**src/rtl/ille_pkg.sv**
```systemverilog
package ille_pkg;

    localparam int CAPACITY_DEF   = 256;
    localparam int VALUE_BITS_DEF = 32;

    localparam int OPCODE_W = 3;
    localparam int POS_W    = 9;
    localparam int DATA_W   = 32;
    localparam int STATUS_W = 2;
    localparam int LEN_W    = 9;

    localparam logic [OPCODE_W-1:0] OP_GET      = 3'd0;
    localparam logic [OPCODE_W-1:0] OP_INS_HEAD = 3'd1;
    localparam logic [OPCODE_W-1:0] OP_INS_TAIL = 3'd2;
    localparam logic [OPCODE_W-1:0] OP_INS_POS  = 3'd3;
    localparam logic [OPCODE_W-1:0] OP_DEL_POS  = 3'd4;

    localparam logic [STATUS_W-1:0] ST_DONE    = 2'd0;
    localparam logic [STATUS_W-1:0] ST_BAD_POS = 2'd1;
    localparam logic [STATUS_W-1:0] ST_FULL    = 2'd2;

    localparam logic signed [DATA_W-1:0] READ_INVALID = -32'sd1;

    typedef struct packed {
        logic [OPCODE_W-1:0]      opcode;
        logic [POS_W-1:0]         position;
        logic signed [DATA_W-1:0] item_value;
    } t_req;

    typedef struct packed {
        logic signed [DATA_W-1:0] read_value;
        logic [STATUS_W-1:0]      status;
        logic [LEN_W-1:0]         length;
    } t_res;

    // request class after position and pool checks
    typedef enum logic [2:0] {
        K_BAD,
        K_FULL,
        K_GET,
        K_HEAD,
        K_TAIL,
        K_MID,
        K_DEL0,
        K_DELN
    } t_kind;

    typedef struct packed {
        logic load_req;
        logic start;
        logic walk;
        logic fetch;
        logic link_wr;
        logic commit;
    } t_cmd;

    typedef struct packed {
        t_kind kind;
        logic  walk_done;
        logic  out_free;
    } t_sts;

endpackage

```
**src/rtl/ille_ctrl.sv**
```systemverilog
module ille_ctrl (
    input  logic             i_clk,
    input  logic             i_rst_n,
    input  logic             i_valid,
    output logic             o_ready,
    input  ille_pkg::t_sts   i_sts,
    output ille_pkg::t_cmd   o_cmd
);

    typedef enum logic [5:0] {
        S_IDLE   = 6'b000001,
        S_CHECK  = 6'b000010,
        S_WALK   = 6'b000100,
        S_FETCH  = 6'b001000,
        S_LINK   = 6'b010000,
        S_COMMIT = 6'b100000
    } t_state;

    t_state r_state;
    t_state n_state;

    always_comb begin
        n_state = r_state;
        case (r_state)
            S_IDLE: begin
                if (i_valid) begin
                    n_state = S_CHECK;
                end
            end
            S_CHECK: begin
                if (i_sts.kind inside {ille_pkg::K_GET, ille_pkg::K_MID,
                                       ille_pkg::K_DEL0, ille_pkg::K_DELN}) begin
                    n_state = S_WALK;
                end else begin
                    n_state = S_COMMIT;
                end
            end
            S_WALK: begin
                if (i_sts.walk_done) begin
                    if (i_sts.kind == ille_pkg::K_DELN) begin
                        n_state = S_FETCH;
                    end else if (i_sts.kind == ille_pkg::K_MID) begin
                        n_state = S_LINK;
                    end else begin
                        n_state = S_COMMIT;
                    end
                end
            end
            S_FETCH: begin
                n_state = S_COMMIT;
            end
            S_LINK: begin
                n_state = S_COMMIT;
            end
            S_COMMIT: begin
                if (i_sts.out_free) begin
                    n_state = S_IDLE;
                end
            end
            default: begin
                n_state = S_IDLE;
            end
        endcase
    end

    always_ff @(posedge i_clk) begin
        if (!i_rst_n) begin
            r_state <= S_IDLE;
        end else begin
            r_state <= n_state;
        end
    end

    assign o_ready        = (r_state == S_IDLE);
    assign o_cmd.load_req = (r_state == S_IDLE) && i_valid;
    assign o_cmd.start    = (r_state == S_CHECK);
    assign o_cmd.walk     = (r_state == S_WALK);
    assign o_cmd.fetch    = (r_state == S_FETCH);
    assign o_cmd.link_wr  = (r_state == S_LINK);
    assign o_cmd.commit   = (r_state == S_COMMIT) && i_sts.out_free;

`ifndef NO_ASSERTIONS
    a_accept_to_check: assert property (@(posedge i_clk) disable iff (!i_rst_n)
        (r_state == S_IDLE && i_valid) |=> (r_state == S_CHECK))
        else $error("accepted request did not move to check");
`endif

endmodule

```
**config.mk**
```make
export PLATFORM = sky130hd
export DESIGN_NAME = ille_ctrl
export DESIGN_NICKNAME = d
export VERILOG_FILES = /design/src/rtl/ille_pkg.sv /design/src/rtl/ille_ctrl.sv
export SDC_FILE = /design/constraint.sdc
export NUM_CORES = 1
export LEC_CHECK = 0
export BUFFER_PORTS_ARGS = -buffer_cell sky130_fd_sc_hd__buf_2
export CAP_MARGIN = 20
export CORE_AREA = 2 2 39 41
export DETAILED_ROUTE_END_ITERATION = 7
export DIE_AREA = 0 0 41 43
export PLACE_DENSITY = 0.58
export SKIP_LAST_GASP = 1
export SYNTH_ARGS = -nofsm -noshare
export SYNTH_HDL_FRONTEND = slang
export SYNTH_SLANG_ARGS = --single-unit
```
**constraint.sdc**
```tcl
create_clock -name i_clk -period 4.86 [get_ports i_clk]
set_input_delay 0.486 -clock i_clk [delete_from_list [all_inputs] [get_ports i_clk]]
set_output_delay 0.486 -clock i_clk [all_outputs]
set_load 0.01 [all_outputs]
```
==> results.yml <==
power:
  p_leak_nw: 0.221
  ir_worst_vdd_v: 0.0000804
  seq_power_share_pct: 44.1
  pwr-share-clk_pct: 35.4
  p_sw_w: 0.0000298
  p_int_w: 0.0000917
  swShare_pct: 24.5
  p_per_area_mw_per_mm2: 243
  power_frac_comb_pct: 20.5
critical_path:
  reg2reg_depth: 5
  cp_num_buf_inv: 1
  end_kind: "primary output"
  crit_type: "reg2out"
  crit_path_start_kind: "flop"
  critPathRequiredTime_ps: 4370
  path_cells: "or4_4 -> nor3b_2 -> and2_1 -> buf_2"
  critical_path.startpoint: "r_state[5]$_SDFFE_PN0P_"
  slowest_stage: "or4_4"
  r2r_slack_ps: 3010
  r2r-start: "r_state[5]$_SDFFE_PN0P_"
  max_stage_delay_ps: 550
  rr_endpoint: "r_state[5]$_SDFFE_PN0P_"
  cp_top_family: "simple AND/OR/NAND/NOR gates"
  critPathArrivalTime_ps: 1710
  critPathMaxFanout: 5
routing:
  wl_um: 783
  drtIter0Drc: 3
  drc: 0
  via_per_inst: 4.84
  wire_per_inst_um: 10.4
  dr.pass1.iters: 2
  ant_nets: 0
  vias: 363
global_route:
  grt-ovfl-total: 0
  grt_pass1_vias: 362
  grt_max_degree: 7
  gr-usage-all-layers_pct: 12.0
  antenna_found_initial: 0
  grt_pass1_wl_um: 1410
final_layout:
  largest_reg_flops: 6
  fillers: 144
  reg.largest.list: "r_state (6)"
  antenna_cells: 0
  top_register: "r_state"
  final_nets: 69
  layout-drive-gt1-share_pct: 40.7
  utilization_pct: 36.2
  area_delta_synth_final_pct: 29.0
logic_synthesis:
  synth_area_um2: 388
  synth_seq_cells: 6
  ys_types: 25
  syn_inst: 42
  yosysSeqAreaShare_pct: 31.0
  synth.net_count: 50
  avgSynthCellArea_um2: 9.24
  yosys_warnings: 0
floorplan:
  ios: 15
  core.rowCount: 14
  core-area_mm2: 0.00138
  die_x_um: 41
  die_h_um: 43
  initial_core_util_pct: 28.0
  die_area_mm2: 0.00176
worst_hold_path:
  hold_path.startpoint: "i_sts[3]"
  min_path_type: "in2reg"
  holdPathStages: 2
  holdPathEnd: "r_state[4]$_SDFFE_PN0P_"
clock_tree:
  clockBufferDepth: 2
  root_buffer: "clkbuf_4"
  path_clk_slew_ps: 40
  htreeDepth: 1
  cts_resized: 0
  post_cts_buffers: 0
  cts_inserted_buffers: 3
  clkLatencyLatePin_ps: 240
  cts_sinks: 6
  postCtsHoldBufs: 0
  cts_tree: "done"
sta:
  finalCritPeriodShare_pct: 45.2
  hold_viol_final: 0
  min_period_ps: 2200
  max_slew_margin_pct: 78.0
  tightest_slew_ps: 329
  whs_ps: 425
  drv_slew: 0
  setup_viol: 0
  finalSetupTns_ps: 0
  skew_ps: 1.58
  rsz0062_at_grt: "false"
  clock.fmax_mhz: 455
placement:
  numPortBuffers: 14
  gp_congestion: 0.693
  dp_hpwl_um: 657
run:
  drv_cap: 0
status:
  status: "finished clean"
## how the worst max path moves through the flow
stage / end / slack [ps] / cells past startpoint
final: o_cmd[5] / 2660 / 4
after global routing: o_cmd[5] / 2530 / 4
after CTS: o_cmd[5] / 2650 / 4
after detailed placement: o_cmd[5] / 2920 / 4
after global placement: o_cmd[5] / 2940 / 4
after floorplan: o_cmd[5] / 2940 / 3
## placed cells by master, fill, tap and decap left out
cell type   n
nor3b_2     2
nor3b_1     2
xnor2_1     1
nand3_1     1
and3_1      2
a21oi_1     1
or4_4       2
o221a_1     1
nor2_1      3
or2b_1      1
or4_1       2
inv_1       4
clkbuf_4    3
nand3b_1    1
and2_1      2
buf_2      14
o21ai_0     1
nor3_1      1
nor3_2      1
o31ai_1     1
nor3b_4     1
a221oi_2    1
nor2b_1     1
o211ai_1    1
dfxtp_1     6
nand2_1     2
o41a_1      1
## cells in the mapped netlist
cell type  n  share of area [%]
dfxtp_1    6                 31
nor3_1     1                1.3
o211ai_1   1                1.9
or4_1      2                3.9
a221oi_2   1                3.9
o41a_1     1                2.9
nor2_1     3                2.9
a21oi_1    1                1.3
nor3b_2    2                6.5
o21ai_0    1                1.3
nor3_2     1                2.6
o221a_1    1                2.9
nor2b_1    1                1.6
nor3b_4    1                4.8
and2_1     2                3.2
inv_1      4                3.9
nor3b_1    2                3.9
nand3b_1   1                1.9
and3_1     2                3.2
nand3_1    1                1.3
xnor2_1    1                2.3
o31ai_1    1                1.9
or2b_1     1                1.9
nand2_1    2                1.9
or4_4      2                5.8
## through the flow
stage	total power, W	setup WS, ps	std cells	instance area (µm²)
CTS	0.000124	2650	75	500
floorplan	0.0000709	2940	42	388
detailed placement	0.0000796	2920	72	478
global placement	0.0000793	2940	72	478
global route	0.000129	2530	75	500
finish	0.000122	2660	75	500
## kinds of logic (layout without fill, tap and decap cells)
| group | Yosys count | in the layout | share of synthesized area (%) |
|---|---|---|---|
| AND/OR/NAND/NOR | 24 | 24 | 46.8 |
| AO/OA/AOI/OAI | 7 | 7 | 16.1 |
| buffers and inverters | 4 | 21 | 3.87 |
| XOR/XNOR | 1 | 1 | 2.26 |
| flip-flops | 6 | 6 | 31.0 |
## area by class of cell
type | count | area [µm²] | area share (%)
Multi-Input combinational cell | 32 | 253 | 50.5
Sequential cell | 6 | 120 | 24.0
Timing Repair Buffer | 14 | 70.1 | 14.0
Clock buffer | 3 | 22.5 | 4.50
Tap cell | 16 | 20.0 | 4.00
Inverter | 4 | 15.0 | 3.00
## power groups by stage
stage	clock network [W]	logic (W)	registers, W
2_1_floorplan	0	0.0000169	0.0000539
3_3_place_gp	0	0.0000248	0.0000544
3_5_place_dp	0	0.0000251	0.0000544
4_1_cts	0.0000450	0.0000252	0.0000536
5_1_grt	0.0000471	0.0000283	0.0000539
6_report	0.0000430	0.0000249	0.0000535
## metal layers
layer	share of wire, %	track usage, %	routed length [µm]	vias to the layer above
li1	-	-	-	192
met1	45	14.9	349	161
met2	49	17.2	383	10
met3	6.4	1.57	50	0
met4	0	10.0	0	0
met5	0	0	0	-
No activity file was read; power rests on OpenSTA's default activity.
